===== src/rtl/core/cmpb_pkg.sv =====
package cmpb_pkg;

  // Defaults for the top-level parameters
  localparam int CELL_COUNT_DEF = 6;
  localparam int ADC_BITS_DEF   = 12;

  // Configuration port
  localparam int CFG_W     = 15;
  localparam int CFG_IDX_W = 3;

  // Fixed field widths
  localparam int CMD_W     = 2;
  localparam int MUX_W     = 3;
  localparam int CELL_W    = 16;
  localparam int SCOUNT_W  = 5;
  localparam int THR_W     = 15;
  localparam int LIMIT_W   = 12;
  localparam int COUNTER_W = 4;
  localparam int TAKEN_W   = 5;

  // Samples per tap are clamped to this range
  localparam logic [SCOUNT_W-1:0] SAMPLES_MIN = 5'd1;
  localparam logic [SCOUNT_W-1:0] SAMPLES_MAX = 5'd16;

  // Cell saturation bounds
  localparam int CELL_HI = 32767;
  localparam int CELL_LO = -32768;

  // Register indexes
  localparam logic [CFG_IDX_W-1:0] REG_SAMPLE_COUNT   = 3'd0;
  localparam logic [CFG_IDX_W-1:0] REG_UNDERVOLT      = 3'd1;
  localparam logic [CFG_IDX_W-1:0] REG_BALANCE_TOL    = 3'd2;
  localparam logic [CFG_IDX_W-1:0] REG_CURRENT_LIMIT  = 3'd3;
  localparam logic [CFG_IDX_W-1:0] REG_TEMP_LIMIT_ONE = 3'd4;
  localparam logic [CFG_IDX_W-1:0] REG_TEMP_LIMIT_TWO = 3'd5;

  // Register reset values
  localparam logic [SCOUNT_W-1:0] RST_SAMPLE_COUNT = 5'd10;
  localparam logic [THR_W-1:0]    RST_UNDERVOLT    = 15'd1862;
  localparam logic [THR_W-1:0]    RST_BALANCE_TOL  = 15'd124;
  localparam logic [LIMIT_W-1:0]  RST_LIMIT        = 12'd4095;

  // Commands
  localparam logic [CMD_W-1:0] CMD_TAP     = 2'd0;
  localparam logic [CMD_W-1:0] CMD_CURRENT = 2'd1;
  localparam logic [CMD_W-1:0] CMD_THERM   = 2'd2;

  typedef enum logic [1:0] {
    TRIP_NONE,
    TRIP_UNDERVOLT,
    TRIP_OVERCURRENT,
    TRIP_OVERTEMP
  } trip_t;

  typedef enum logic [2:0] {
    ST_IDLE,
    ST_DIV,
    ST_EV_READ,
    ST_EV_CELL,
    ST_EV_CMP,
    ST_EV_TRIP,
    ST_FINISH
  } state_t;

endpackage


===== src/rtl/core/cmpb_ram.sv =====
module cmpb_ram #(
  parameter int WIDTH = 12,
  parameter int DEPTH = 6
) (
  input  logic                     clk,
  input  logic                     we,
  input  logic [$clog2(DEPTH)-1:0] waddr,
  input  logic [WIDTH-1:0]         wdata,
  input  logic [$clog2(DEPTH)-1:0] raddr,
  output logic [WIDTH-1:0]         rdata
);

  logic [WIDTH-1:0] mem [DEPTH];

  // Write port and registered read port
  always_ff @(posedge clk) begin
    if (we) begin
      mem[waddr] <= wdata;
    end
    rdata <= mem[raddr];
  end

endmodule


===== src/rtl/core/cmpb_div.sv =====
module cmpb_div #(
  parameter int DW = 16
) (
  input  logic                       clk,
  input  logic                       rst,
  input  logic                       start,
  input  logic [DW-1:0]              dividend,
  input  logic [cmpb_pkg::TAKEN_W-1:0] divisor,
  output logic                       done,
  output logic [DW-1:0]              quotient
);

  localparam int RW = cmpb_pkg::TAKEN_W;
  localparam int CW = $clog2(DW);

  logic          busy;
  logic [CW-1:0] cnt;
  logic [RW-1:0] rem;
  logic [RW-1:0] dvs;
  logic [DW-1:0] work;
  logic [RW:0]   shifted;
  logic          ge;
  logic [RW:0]   diff;

  // One restoring step: bring down the next dividend bit
  always_comb begin
    shifted = {rem, work[DW-1]};
    ge      = shifted >= {1'b0, dvs};
    diff    = shifted - {1'b0, dvs};
  end

  // Control: count one quotient bit per cycle
  always_ff @(posedge clk) begin
    if (rst) begin
      busy <= 1'b0;
      done <= 1'b0;
      cnt  <= '0;
    end else begin
      done <= 1'b0;
      if (start) begin
        busy <= 1'b1;
        cnt  <= CW'(DW - 1);
      end else if (busy) begin
        if (cnt == '0) begin
          busy <= 1'b0;
          done <= 1'b1;
        end else begin
          cnt <= cnt - CW'(1);
        end
      end
    end
  end

  // Datapath: remainder and shifting dividend/quotient word
  always_ff @(posedge clk) begin
    if (start) begin
      rem  <= '0;
      dvs  <= divisor;
      work <= dividend;
    end else if (busy) begin
      rem  <= ge ? diff[RW-1:0] : shifted[RW-1:0];
      work <= {work[DW-2:0], ge};
    end
  end

  assign quotient = work;

endmodule


===== src/rtl/core/cell_monitor_passive_balancer_unit.sv =====
// Six-cell stack monitor with passive balancing. Tap samples (cmd 0) arrive in
// round-robin tap order; sample_count of them, clamped to 1..16, are summed per
// tap and the truncated mean is stored. Closing the last tap evaluates every cell
// as tap_i*(i+1) - tap_(i-1)*i, finds the minimum, trips on undervoltage and sets
// a bleed bit for each cell more than balance_tolerance above the minimum.
// Current (cmd 1) and thermistor (cmd 2) samples trip on raw limits; the first
// trip cause latches until reset and forces the balance mask to zero. Each
// item yields one result. One item is worked at a time: a sample that closes a
// tap also runs the bit-serial mean divider, and the sample that closes the last
// tap then makes two passes of the shared cell unit over the tap memory, with
// read, cell and compare steps for each cell in each pass.
module cell_monitor_passive_balancer_unit #(
  parameter int CELL_COUNT = cmpb_pkg::CELL_COUNT_DEF,
  parameter int ADC_BITS   = cmpb_pkg::ADC_BITS_DEF
) (
  input  logic                              clk,
  input  logic                              rst,
  input  logic                              cfg_we,
  input  logic [cmpb_pkg::CFG_IDX_W-1:0]    cfg_index,
  input  logic [cmpb_pkg::CFG_W-1:0]        cfg_data,
  input  logic                              in_valid,
  output logic                              in_stall,
  input  logic [cmpb_pkg::CMD_W-1:0]        cmd,
  input  logic [ADC_BITS-1:0]               adc_a,
  input  logic [ADC_BITS-1:0]               adc_b,
  output logic                              out_valid,
  input  logic                              out_stall,
  output logic [cmpb_pkg::MUX_W-1:0]        mux_channel,
  output logic                              evaluated,
  output logic [CELL_COUNT-1:0]             balance_mask,
  output logic signed [cmpb_pkg::CELL_W-1:0] min_cell,
  output logic [1:0]                        trip_cause
);

  localparam int IW = $clog2(CELL_COUNT);
  localparam int SW = ADC_BITS + 4;
  localparam int LW = (ADC_BITS > cmpb_pkg::LIMIT_W) ? ADC_BITS : cmpb_pkg::LIMIT_W;
  localparam int FW = (ADC_BITS + IW + 3 > 17) ? ADC_BITS + IW + 3 : 17;
  localparam int CW = cmpb_pkg::CELL_W;
  localparam logic [IW-1:0] LAST = IW'(CELL_COUNT - 1);
  localparam logic signed [FW-1:0] SAT_HI = FW'(cmpb_pkg::CELL_HI);
  localparam logic signed [FW-1:0] SAT_LO = FW'(cmpb_pkg::CELL_LO);

  // Configuration registers
  logic [cmpb_pkg::SCOUNT_W-1:0] sample_count;
  logic [cmpb_pkg::THR_W-1:0]    undervolt_threshold;
  logic [cmpb_pkg::THR_W-1:0]    balance_tolerance;
  logic [cmpb_pkg::LIMIT_W-1:0]  current_limit;
  logic [cmpb_pkg::LIMIT_W-1:0]  temp_limit_one;
  logic [cmpb_pkg::LIMIT_W-1:0]  temp_limit_two;

  // Block state
  cmpb_pkg::state_t state, state_next;
  cmpb_pkg::trip_t  trip_latch;
  logic [SW-1:0]                  sample_sum;
  logic [cmpb_pkg::COUNTER_W-1:0] sample_counter;
  logic [IW-1:0]                  channel_index;
  logic [CELL_COUNT-1:0]          mask_reg;
  logic [CELL_COUNT-1:0]          mask_acc;
  logic [CELL_COUNT-1:0]          mask_acc_next;
  logic signed [CW-1:0]           min_reg;
  logic signed [CW-1:0]           cell_reg;
  logic [ADC_BITS-1:0]            prev_tap;
  logic [IW-1:0]                  idx;
  logic                           pass;
  logic                           ev_flag;

  // Handshake and unit controls
  logic                in_acc;
  logic                out_free;
  logic                out_load;
  logic                div_start;
  logic                div_done;
  logic [SW-1:0]       div_quot;
  logic                ram_we;
  logic [ADC_BITS-1:0] ram_rdata;

  // Intake arithmetic
  logic [SW-1:0]                 sum_next;
  logic [cmpb_pkg::TAKEN_W-1:0]  taken;
  logic [cmpb_pkg::SCOUNT_W-1:0] n_eff;
  logic                          tap_done;
  logic [IW-1:0]                 ch_eff;
  logic [LW-1:0]                 a_ext;
  logic [LW-1:0]                 b_ext;
  logic                          over_current;
  logic                          over_temp;

  // Shared cell unit
  logic signed [ADC_BITS:0] tap_diff;
  logic signed [FW-1:0]     cell_prod;
  logic signed [FW-1:0]     cell_full;
  logic signed [CW-1:0]     cell_sat;
  logic signed [CW:0]       cell_excess;
  logic                     cell_lower;
  logic                     under_volt;

  assign in_acc   = in_valid && !in_stall;
  assign out_free = !out_valid || !out_stall;

  // Intake: running sum, sample count clamp and limit compares
  always_comb begin
    sum_next = sample_sum + SW'(adc_a);
    taken    = {1'b0, sample_counter} + cmpb_pkg::TAKEN_W'(1);
    if (sample_count < cmpb_pkg::SAMPLES_MIN) begin
      n_eff = cmpb_pkg::SAMPLES_MIN;
    end else if (sample_count > cmpb_pkg::SAMPLES_MAX) begin
      n_eff = cmpb_pkg::SAMPLES_MAX;
    end else begin
      n_eff = sample_count;
    end
    tap_done     = taken >= n_eff;
    ch_eff       = (channel_index >= LAST) ? LAST : channel_index;
    a_ext        = LW'(adc_a);
    b_ext        = LW'(adc_b);
    over_current = a_ext > LW'(current_limit);
    over_temp    = (a_ext > LW'(temp_limit_one)) || (b_ext > LW'(temp_limit_two));
  end

  // Cell unit: cell = tap_i + (tap_i - tap_(i-1)) * i, saturated
  always_comb begin
    tap_diff  = $signed({1'b0, ram_rdata}) - $signed({1'b0, prev_tap});
    cell_prod = FW'(tap_diff) * FW'($signed({1'b0, idx}));
    cell_full = cell_prod + FW'($signed({1'b0, ram_rdata}));
    if (cell_full > SAT_HI) begin
      cell_sat = CW'(SAT_HI);
    end else if (cell_full < SAT_LO) begin
      cell_sat = CW'(SAT_LO);
    end else begin
      cell_sat = cell_full[CW-1:0];
    end
    cell_excess   = $signed({cell_reg[CW-1], cell_reg}) - $signed({min_reg[CW-1], min_reg});
    cell_lower    = cell_reg < min_reg;
    under_volt    = $signed({min_reg[CW-1], min_reg}) < $signed({2'b00, undervolt_threshold});
    mask_acc_next = mask_acc;
    mask_acc_next[idx] = cell_excess > $signed({2'b00, balance_tolerance});
  end

  // Next state
  always_comb begin
    state_next = state;
    unique case (state)
      cmpb_pkg::ST_IDLE: begin
        if (in_acc) begin
          state_next = (cmd == cmpb_pkg::CMD_TAP && tap_done) ? cmpb_pkg::ST_DIV
                                                              : cmpb_pkg::ST_FINISH;
        end
      end
      cmpb_pkg::ST_DIV: begin
        if (div_done) begin
          state_next = (ch_eff == LAST) ? cmpb_pkg::ST_EV_READ : cmpb_pkg::ST_FINISH;
        end
      end
      cmpb_pkg::ST_EV_READ: state_next = cmpb_pkg::ST_EV_CELL;
      cmpb_pkg::ST_EV_CELL: state_next = cmpb_pkg::ST_EV_CMP;
      cmpb_pkg::ST_EV_CMP: begin
        if (idx != LAST) begin
          state_next = cmpb_pkg::ST_EV_READ;
        end else begin
          state_next = pass ? cmpb_pkg::ST_FINISH : cmpb_pkg::ST_EV_TRIP;
        end
      end
      cmpb_pkg::ST_EV_TRIP: state_next = cmpb_pkg::ST_EV_READ;
      cmpb_pkg::ST_FINISH: begin
        if (out_free) begin
          state_next = cmpb_pkg::ST_IDLE;
        end
      end
      default: state_next = cmpb_pkg::ST_IDLE;
    endcase
  end

  // Controls decoded from state
  always_comb begin
    in_stall  = 1'b1;
    div_start = 1'b0;
    ram_we    = 1'b0;
    out_load  = 1'b0;
    unique case (state)
      cmpb_pkg::ST_IDLE: begin
        in_stall  = 1'b0;
        div_start = in_acc && cmd == cmpb_pkg::CMD_TAP && tap_done;
      end
      cmpb_pkg::ST_DIV:    ram_we   = div_done;
      cmpb_pkg::ST_FINISH: out_load = out_free;
      default: ;
    endcase
  end

  // State register
  always_ff @(posedge clk) begin
    if (rst) begin
      state <= cmpb_pkg::ST_IDLE;
    end else begin
      state <= state_next;
    end
  end

  // Configuration writes
  always_ff @(posedge clk) begin
    if (rst) begin
      sample_count        <= cmpb_pkg::RST_SAMPLE_COUNT;
      undervolt_threshold <= cmpb_pkg::RST_UNDERVOLT;
      balance_tolerance   <= cmpb_pkg::RST_BALANCE_TOL;
      current_limit       <= cmpb_pkg::RST_LIMIT;
      temp_limit_one      <= cmpb_pkg::RST_LIMIT;
      temp_limit_two      <= cmpb_pkg::RST_LIMIT;
    end else if (cfg_we) begin
      unique case (cfg_index)
        cmpb_pkg::REG_SAMPLE_COUNT:   sample_count <= cfg_data[cmpb_pkg::SCOUNT_W-1:0];
        cmpb_pkg::REG_UNDERVOLT:      undervolt_threshold <= cfg_data;
        cmpb_pkg::REG_BALANCE_TOL:    balance_tolerance <= cfg_data;
        cmpb_pkg::REG_CURRENT_LIMIT:  current_limit <= cfg_data[cmpb_pkg::LIMIT_W-1:0];
        cmpb_pkg::REG_TEMP_LIMIT_ONE: temp_limit_one <= cfg_data[cmpb_pkg::LIMIT_W-1:0];
        cmpb_pkg::REG_TEMP_LIMIT_TWO: temp_limit_two <= cfg_data[cmpb_pkg::LIMIT_W-1:0];
        default: ;
      endcase
    end
  end

  // Control state: sums, channel walk, trips, mask and minimum
  always_ff @(posedge clk) begin
    if (rst) begin
      sample_sum     <= '0;
      sample_counter <= '0;
      channel_index  <= '0;
      mask_reg       <= '0;
      min_reg        <= '0;
      trip_latch     <= cmpb_pkg::TRIP_NONE;
      idx            <= '0;
      pass           <= 1'b0;
      ev_flag        <= 1'b0;
    end else begin
      unique case (state)
        cmpb_pkg::ST_IDLE: begin
          if (in_acc) begin
            ev_flag <= 1'b0;
            unique case (cmd)
              cmpb_pkg::CMD_TAP: begin
                // Divider latches the sum at start, so clear right away
                if (tap_done) begin
                  sample_sum     <= '0;
                  sample_counter <= '0;
                end else begin
                  sample_sum     <= sum_next;
                  sample_counter <= taken[cmpb_pkg::COUNTER_W-1:0];
                end
              end
              cmpb_pkg::CMD_CURRENT: begin
                if (over_current && trip_latch == cmpb_pkg::TRIP_NONE) begin
                  trip_latch <= cmpb_pkg::TRIP_OVERCURRENT;
                  mask_reg   <= '0;
                end
              end
              cmpb_pkg::CMD_THERM: begin
                if (over_temp && trip_latch == cmpb_pkg::TRIP_NONE) begin
                  trip_latch <= cmpb_pkg::TRIP_OVERTEMP;
                  mask_reg   <= '0;
                end
              end
              default: ;
            endcase
          end
        end
        cmpb_pkg::ST_DIV: begin
          // Advance to the next tap, or start the round on the last one
          if (div_done) begin
            if (ch_eff == LAST) begin
              channel_index <= '0;
              idx           <= '0;
              pass          <= 1'b0;
            end else begin
              channel_index <= ch_eff + IW'(1);
            end
          end
        end
        cmpb_pkg::ST_EV_CMP: begin
          if (!pass) begin
            if (idx == '0 || cell_lower) begin
              min_reg <= cell_reg;
            end
          end else if (idx == LAST) begin
            mask_reg <= (trip_latch != cmpb_pkg::TRIP_NONE) ? '0 : mask_acc_next;
            ev_flag  <= 1'b1;
          end
          idx <= (idx == LAST) ? '0 : idx + IW'(1);
        end
        cmpb_pkg::ST_EV_TRIP: begin
          if (under_volt && trip_latch == cmpb_pkg::TRIP_NONE) begin
            trip_latch <= cmpb_pkg::TRIP_UNDERVOLT;
            mask_reg   <= '0;
          end
          pass <= 1'b1;
        end
        default: ;
      endcase
    end
  end

  // Cell unit registers
  always_ff @(posedge clk) begin
    if (state == cmpb_pkg::ST_EV_CELL) begin
      cell_reg <= cell_sat;
      prev_tap <= ram_rdata;
    end
    if (state == cmpb_pkg::ST_EV_CMP && pass) begin
      mask_acc <= mask_acc_next;
    end
  end

  // Output register
  always_ff @(posedge clk) begin
    if (rst) begin
      out_valid <= 1'b0;
    end else if (out_load) begin
      out_valid <= 1'b1;
    end else if (!out_stall) begin
      out_valid <= 1'b0;
    end
  end

  always_ff @(posedge clk) begin
    if (out_load) begin
      mux_channel  <= cmpb_pkg::MUX_W'(channel_index);
      evaluated    <= ev_flag;
      balance_mask <= mask_reg;
      min_cell     <= min_reg;
      trip_cause   <= trip_latch;
    end
  end

  // Tap averages
  cmpb_ram #(
    .WIDTH(ADC_BITS),
    .DEPTH(CELL_COUNT)
  ) u_tap_ram (
    .clk  (clk),
    .we   (ram_we),
    .waddr(ch_eff),
    .wdata(div_quot[ADC_BITS-1:0]),
    .raddr(idx),
    .rdata(ram_rdata)
  );

  // Mean divider
  cmpb_div #(
    .DW(SW)
  ) u_div (
    .clk     (clk),
    .rst     (rst),
    .start   (div_start),
    .dividend(sum_next),
    .divisor (taken),
    .done    (div_done),
    .quotient(div_quot)
  );

  a_trip_sticky: assert property (@(posedge clk) disable iff (rst)
    trip_latch != cmpb_pkg::TRIP_NONE |=> trip_latch == $past(trip_latch))
    else $error("latched trip cause changed");

  a_mask_clear_on_trip: assert property (@(posedge clk) disable iff (rst)
    trip_latch != cmpb_pkg::TRIP_NONE |-> mask_reg == '0)
    else $error("balance mask set while tripped");

  a_round_wraps: assert property (@(posedge clk) disable iff (rst)
    out_valid && evaluated |-> mux_channel == '0)
    else $error("evaluated round did not wrap the tap channel");

  a_div_owned: assert property (@(posedge clk) disable iff (rst)
    div_done |-> state == cmpb_pkg::ST_DIV)
    else $error("divider finished outside the divide state");

endmodule


===== config.mk =====
export PLATFORM = sky130hd
export DESIGN_NAME = cell_monitor_passive_balancer_unit
export DESIGN_NICKNAME = d
export VERILOG_FILES = /design/src/rtl/core/cmpb_pkg.sv /design/src/rtl/core/cmpb_ram.sv /design/src/rtl/core/cmpb_div.sv /design/src/rtl/core/cell_monitor_passive_balancer_unit.sv
export SDC_FILE = /design/constraint.sdc
export NUM_CORES = 1
export LEC_CHECK = 0
export BUFFER_PORTS_ARGS = -buffer_cell sky130_fd_sc_hd__buf_2
export CAP_MARGIN = 20
export CORE_MARGIN = 1
export CORE_UTILIZATION = 60
export CTS_CLUSTER_SIZE = 10
export DETAILED_ROUTE_END_ITERATION = 6
export PLACE_DENSITY = 0.78
export SETUP_SLACK_MARGIN = 0.05
export SLEW_MARGIN = 25
export SYNTH_ARGS = -nofsm -noshare
export SYNTH_HDL_FRONTEND = slang
export SYNTH_SLANG_ARGS = --single-unit

===== constraint.sdc =====
create_clock -name clk -period 7 [get_ports clk]
set_input_delay 0.7 -clock clk [delete_from_list [all_inputs] [get_ports clk]]
set_output_delay 0.7 -clock clk [all_outputs]
set_load 0.05 [all_outputs]

==> impl_metrics.py, run 1 <==
metrics = {
    "synth": {
        "yosysTopAreaCellShare": 0.270,
        "synth_edf_count": 155,
        "synth_fa_ha_area_frac": 0.146,
        "synth.distinct_cells": 85,
        "yosysSeqAreaShare": 0.445,
        "synth.area.mux_share": 0.0430,
        "synth_xor_area_frac": 0.0249,
        "synth_top_family_by_area": "simple AND/OR/NAND/NOR gates",
        "async_flop_share": 0,
        "synth-simple-area-share": 0.158,
        "synth_compound_area_frac": 0.127,
        "yosysTopAreaCell": "edfxtp_1",
        "synth_area_um2": 17200,
        "synth_warnings": 0,
        "ys.flop_type": "edfxtp_1",
        "synth.ff_latch_count": 305,
        "synthCells": 1730,
        "syn_area_per_cell_um2": 9.95,
        "yosys.cell_count.top_type": "nand2_1",
        "synthTopCellsByArea": "edfxtp_1 27%, dfxtp_1 17%, ha_1 11%",
        "syn_nets": 1963,
        "synthTopCellsByCount": "212 x nand2_1, 189 x inv_1, 157 x ha_1",
    },
    "critical_path": {
        "required_ns": 7.39,
        "path_delay_family": "adder cells",
        "cp-end-kind": "register",
        "slowest_delay_ns": 0.54,
        "crit_arrival_ns": 6.43,
        "path_class": "reg2reg",
        "worstSetupStartpointType": "register",
        "worstPathMaxFanout": 15,
        "critical_path.slowest_cell": "fa_1",
        "worstPathBufferInverterCount": 3,
    },
    "timing": {
        "rsz0062_at_grt": "false",
        "fin_setup_tns_ns": 0,
        "finalCritPeriodShare": 0.862,
        "final_hold_viol_count": 0,
        "maxSlewViolCount": 0,
        "skew_ns": 0.0290,
        "setup_viol": 0,
        "post-route-min-period_ns": 6.03,
        "fmax_mhz": 166,
        "worst_slew_pin_slew_ns": 0.983,
        "slew_headroom": 0.340,
        "setup_slack_ns": 0.967,
    },
    "global_route": {
        "grt_pass1_vias": 12600,
        "grt_max_degree": 100,
        "antenna_found_initial": 1,
        "grt_use_total": 0.269,
        "grt_pass1_wl_um": 62200,
        "grt_overflow": 0,
    },
    "drt": {
        "num_vias": 12700,
        "ant_nets": 0,
        "drc_errors": 0,
        "dr.pass1.iters": 5,
        "via_per_inst": 5.74,
        "drt-initial-drc-count": 874,
        "wl_um": 38100,
        "wl_per_cell_um": 17.3,
    },
    "cells_and_area": {
        "fin_cells": 2208,
        "largest_register_ffs": 72,
        "diodes": 0,
        "final_nets": 2037,
        "fillCellCount": 2115,
        "syn2layout_area_growth_pct": 11.0,
        "layout-drive-gt1-share": 0.111,
        "stdcell_area_um2": 19100,
        "regMostFlops": "u_tap_ram.mem",
        "fin_util": 0.682,
    },
    "clock_tree": {
        "ctsResizeCount": 0,
        "cts-root-buf": "clkbuf_16",
        "clk_pin_slew_worst_paths_ns": 0.06,
        "cts_tree": "done",
        "clk_latency_ns": 0.54,
        "cts.sinks": 305,
        "postCtsSetupBuffers": 0,
        "cts_buffers": 37,
        "cts_hold_buf": 0,
        "cts-htree-levels": 2,
        "clock_path_buffers": 3,
    },
    "die": {
        "start_util": 0.615,
        "die_area_um2": 29400,
        "io_pins": 79,
        "row_count": 61,
        "die_h_um": 171,
        "core_area_um2": 28000,
        "die_w_um": 171,
    },
    "placement": {
        "place_ws_ns": 0.975,
        "port-buffer-count": 78,
        "dpl_cell_area_um2": 18000,
        "dp_hpwl_um": 27500,
        "gp_congestion": 0.934,
        "post-place-cells": 2141,
    },
    "status": {
        "status": "finished clean",
    },
    "run": {
        "drv_cap": 0,
    },
    "power_and_ir_drop": {
        "p_per_area_nw_per_um2": 289,
        "p_leak_nw": 8.26,
        "irDropWorstVdd_v": 0.000169,
    },
    "min_path": {
        "hp-class": "in2reg",
    },
}
## logic make-up after synthesis
family	count (synthesis)
buf+inv	249
compound gates	327
xor+xnor	48
simple gates	561
mux	56
flops	305
fa+ha+maj	184
## cell usage in the layout (no fill, tap or decap), types with 29 or more instances in the layout
cell type	count
nand2_1	212
inv_1	189
ha_1	157
edfxtp_1	155
dfxtp_1	150
a21oi_1	119
nor2_1	113
buf_2	77
nand3b_1	42
clkbuf_16	37
and2_1	35
xnor2_1	33
a21o_1	29
## metal layers
metal  up-vias  wire length, µm  GRT usage
met5         -                8          0
met2       324            18100      0.452
met3        82             1640     0.0366
met1      6064            17000      0.350
met4         2             1380      0.113
li1       6202                -          -
## report_power, final
part / internal, W / switching [W] / total [W]
clock: 0.00101 / 0.000722 / 0.00173
sequential: 0.00203 / 0.000122 / 0.00215
combinational: 0.000685 / 0.000955 / 0.00164
## worst min-delay path: stages
cell     delay [ns]
buf_2          0.11
nand2_1        0.05
a21oi_1        0.05
## through the flow
step                power, W  hold slack (ns)
floorplan            0.00343            0.406
global placement     0.00373            0.414
detailed placement   0.00379            0.438
CTS                  0.00553            0.433
global route         0.00584            0.463
finish               0.00552            0.444
## cell type report
cell class	count	area, µm²	share of cell area
multi-input combinational	1176	8640	0.452
clock buffer	60	1020	0.0535
timing repair buffer	92	522	0.0273
inverter	192	721	0.0377
tap	378	473	0.0247
sequential	305	7660	0.401
clock inverter	5	78.8	0.00412
## path summary, 6_finish.rpt
path / start / end / slack [ns] / depth (start not counted)
hold reg to reg: u_tap_ram.rdata[0] / prev_tap[0] / 0.45 / 0
hold / removal: cfg_data[14] / undervolt_threshold[14] / 0.44 / 3
setup reg to reg: prev_tap[0] / cell_reg[2] / 0.97 / 25
setup / recovery: prev_tap[0] / cell_reg[2] / 0.97 / 25
Power figures use the tool's default switching activity.
==> run 2, diff against run 1 <==
--- a/config.mk
+++ b/config.mk
@@ -5,9 +5,8 @@
 export SDC_FILE = /design/constraint.sdc
 export NUM_CORES = 1
 export LEC_CHECK = 0
-export BUFFER_PORTS_ARGS = -buffer_cell sky130_fd_sc_hd__buf_2
+export BUFFER_PORTS_ARGS = -buffer_cell sky130_fd_sc_hd__buf_4
 export CAP_MARGIN = 20
-export CORE_MARGIN = 1
 export CORE_UTILIZATION = 60
 export CTS_CLUSTER_SIZE = 10
 export DETAILED_ROUTE_END_ITERATION = 6
==> run 2 against run 1 <==
Net effect:
- core utilization is 0.76 points higher
- fmax is 0.13% lower
- sequential power hardly changed
- critical path type unchanged
- critical endpoint is now cell_reg[14]
==> impl_metrics.py, run 2 (synthesis results as in run 1) <==
metrics = {
    "status": {
        "status": "finished clean",
    },
    "cells_and_area": {
        "fin_cells": 2211,
        "syn2layout_area_growth_pct": 12.3,
        "mostFrequentLayoutCells": "212 x nand2_1, 189 x inv_1, 157 x ha_1, 155 x edfxtp_1, 150 x dfxtp_1",
        "final_nets": 2038,
        "layout-drive-gt1-share": 0.112,
        "final_common_cell": "nand2_1",
        "diodes": 0,
        "largest_register_ffs": 72,
        "regMostFlops": "u_tap_ram.mem",
        "fin_util": 0.690,
    },
    "timing": {
        "final_hold_viol_count": 0,
        "fin_setup_tns_ns": 0,
        "setup_viol": 0,
        "skew_ns": 0.0258,
        "maxSlewViolCount": 0,
        "rsz0062_at_grt": "false",
        "fmax_mhz": 166,
        "slew_headroom": 0.331,
        "finalCritPeriodShare": 0.863,
        "post-route-min-period_ns": 6.04,
        "worst_slew_pin_slew_ns": 0.996,
    },
    "clock_tree": {
        "cts-htree-levels": 2,
        "cts_tree": "done",
        "cts_buffers": 37,
        "cts-root-buf": "clkbuf_16",
        "clk_pin_slew_worst_paths_ns": 0.06,
        "clk_latency_ns": 0.52,
        "cts_hold_buf": 0,
        "clock_path_buffers": 3,
        "postCtsSetupBuffers": 0,
        "cts.sinks": 305,
        "ctsResizeCount": 0,
    },
    "placement": {
        "port-buffer-count": 78,
        "post-place-cells": 2142,
        "gp_congestion": 0.924,
        "dp_hpwl_um": 27500,
    },
    "drt": {
        "wl_per_cell_um": 17.0,
        "drt-initial-drc-count": 897,
        "ant_nets": 0,
        "dr_wl_met2_um": 18100,
        "wl_met3_um": 1930,
        "wl_um": 37500,
        "dr.pass1.iters": 5,
        "via_per_inst": 5.70,
        "dr.max_layer_used": "met4",
        "drt-met1-wl_um": 16600,
        "drc_errors": 0,
        "num_vias": 12600,
    },
    "global_route": {
        "grt_use_total": 0.264,
        "grt_pass1_vias": 12200,
        "grt_max_degree": 98,
        "grt_overflow": 0,
        "grt_pass1_wl_um": 60800,
        "antenna_found_initial": 0,
    },
    "critical_path": {
        "crit_arrival_ns": 6.42,
        "cp-end-kind": "register",
        "path_class": "reg2reg",
        "required_ns": 7.37,
        "worstSetupStartpointType": "register",
        "worstPathMaxFanout": 15,
    },
    "die": {
        "die_w_um": 171,
        "die_area_um2": 29400,
        "row_count": 61,
        "start_util": 0.615,
        "io_pins": 79,
        "die_h_um": 171,
        "core_area_um2": 28000,
    },
    "power_and_ir_drop": {
        "p_leak_nw": 8.34,
        "irDropWorstVdd_v": 0.000187,
        "p_per_area_nw_per_um2": 288,
        "finalPower_w": 0.00557,
    },
    "run": {
        "drv_cap": 0,
    },
    "min_path": {
        "hp-class": "reg2reg",
    },
}
## run 2: cell count changes in the layout (fill, tap and decap cells not counted)
cell | previous run | this run
clkbuf_8 | 1 | 2
bufinv_16 | 0 | 1
inv_16 | 1 | 0
clkinv_2 | 1 | 0
clkinv_8 | 1 | 2
clkinv_16 | 1 | 0
buf_4 | 13 | 91
clkbuf_1 | 22 | 23
inv_6 | 0 | 1
clkinvlp_4 | 1 | 0
buf_2 | 77 | 0
clkinv_1 | 0 | 1
## run 2: final cells by class
type | instances | area (µm²)
clock inverter | 5 | 75.1
multi-input combinational | 1176 | 8640
timing repair buffer | 93 | 722
inverter | 192 | 721
tap | 378 | 473
sequential | 305 | 7660
fill | 2133 | 8680
clock buffer | 62 | 1040
## run 2: path summary, 6_finish.rpt
| path | start | end | slack (ns) | cells after the start |
|---|---|---|---|---|
| worst max-delay path | prev_tap[0] | cell_reg[14] | 0.96 | 25 |
| worst min-delay path | u_tap_ram.rdata[0] | prev_tap[0] | 0.43 | 0 |
| worst max register to register | prev_tap[0] | cell_reg[14] | 0.96 | 25 |
| worst min register to register | u_tap_ram.rdata[0] | prev_tap[0] | 0.43 | 0 |
## run 2: per-stage QoR
| stage | hold slack (ns) | cell area, µm² | setup slack [ns] |
|---|---|---|---|
| detailed placement | 0.420 | 18200 | 0.979 |
| floorplan | 0.406 | 17200 | 1.36 |
| global route | 0.440 | 19300 | 0.482 |
| CTS | 0.428 | 19300 | 0.962 |
| global placement | 0.413 | 18200 | 1.20 |
| finish | 0.426 | 19300 | 0.959 |
## run 2: critical path: stages, from the launching register on
cell,delay [ns]
edfxtp_1,0.39
ha_1,0.24
fa_1,0.42
nor2b_1,0.13
o21ai_1,0.09
a21boi_1,0.20
o21ai_1,0.10
a21oi_1,0.26
a311oi_1,0.20
xnor2_1,0.19
and2_1,0.19
ha_1,0.31
fa_1,0.53
inv_1,0.05
fa_1,0.50
inv_1,0.05
ha_1,0.33
nand2_1,0.13
o21ai_0,0.10
a22o_1,0.22
a31oi_2,0.27
mux2i_1,0.28
o22ai_1,0.13
a221oi_2,0.27
buf_4,0.24
a21o_1,0.12
## run 2: metal layers
metal  vias to the layer above  GRT usage
met5                         -          0
met4                         0     0.0819
met3                        57     0.0334
met2                       315      0.448
met1                      6019      0.352
li1                       6216          -
## run 2: where the power goes
group | internal, W | leakage [nW] | switching, W
Clock | 0.00105 | 0.532 | 0.000709
Combinational | 0.000707 | 5.18 | 0.000950
Sequential | 0.00203 | 2.63 | 0.000121
Total | 0.00379 | 8.34 | 0.00178
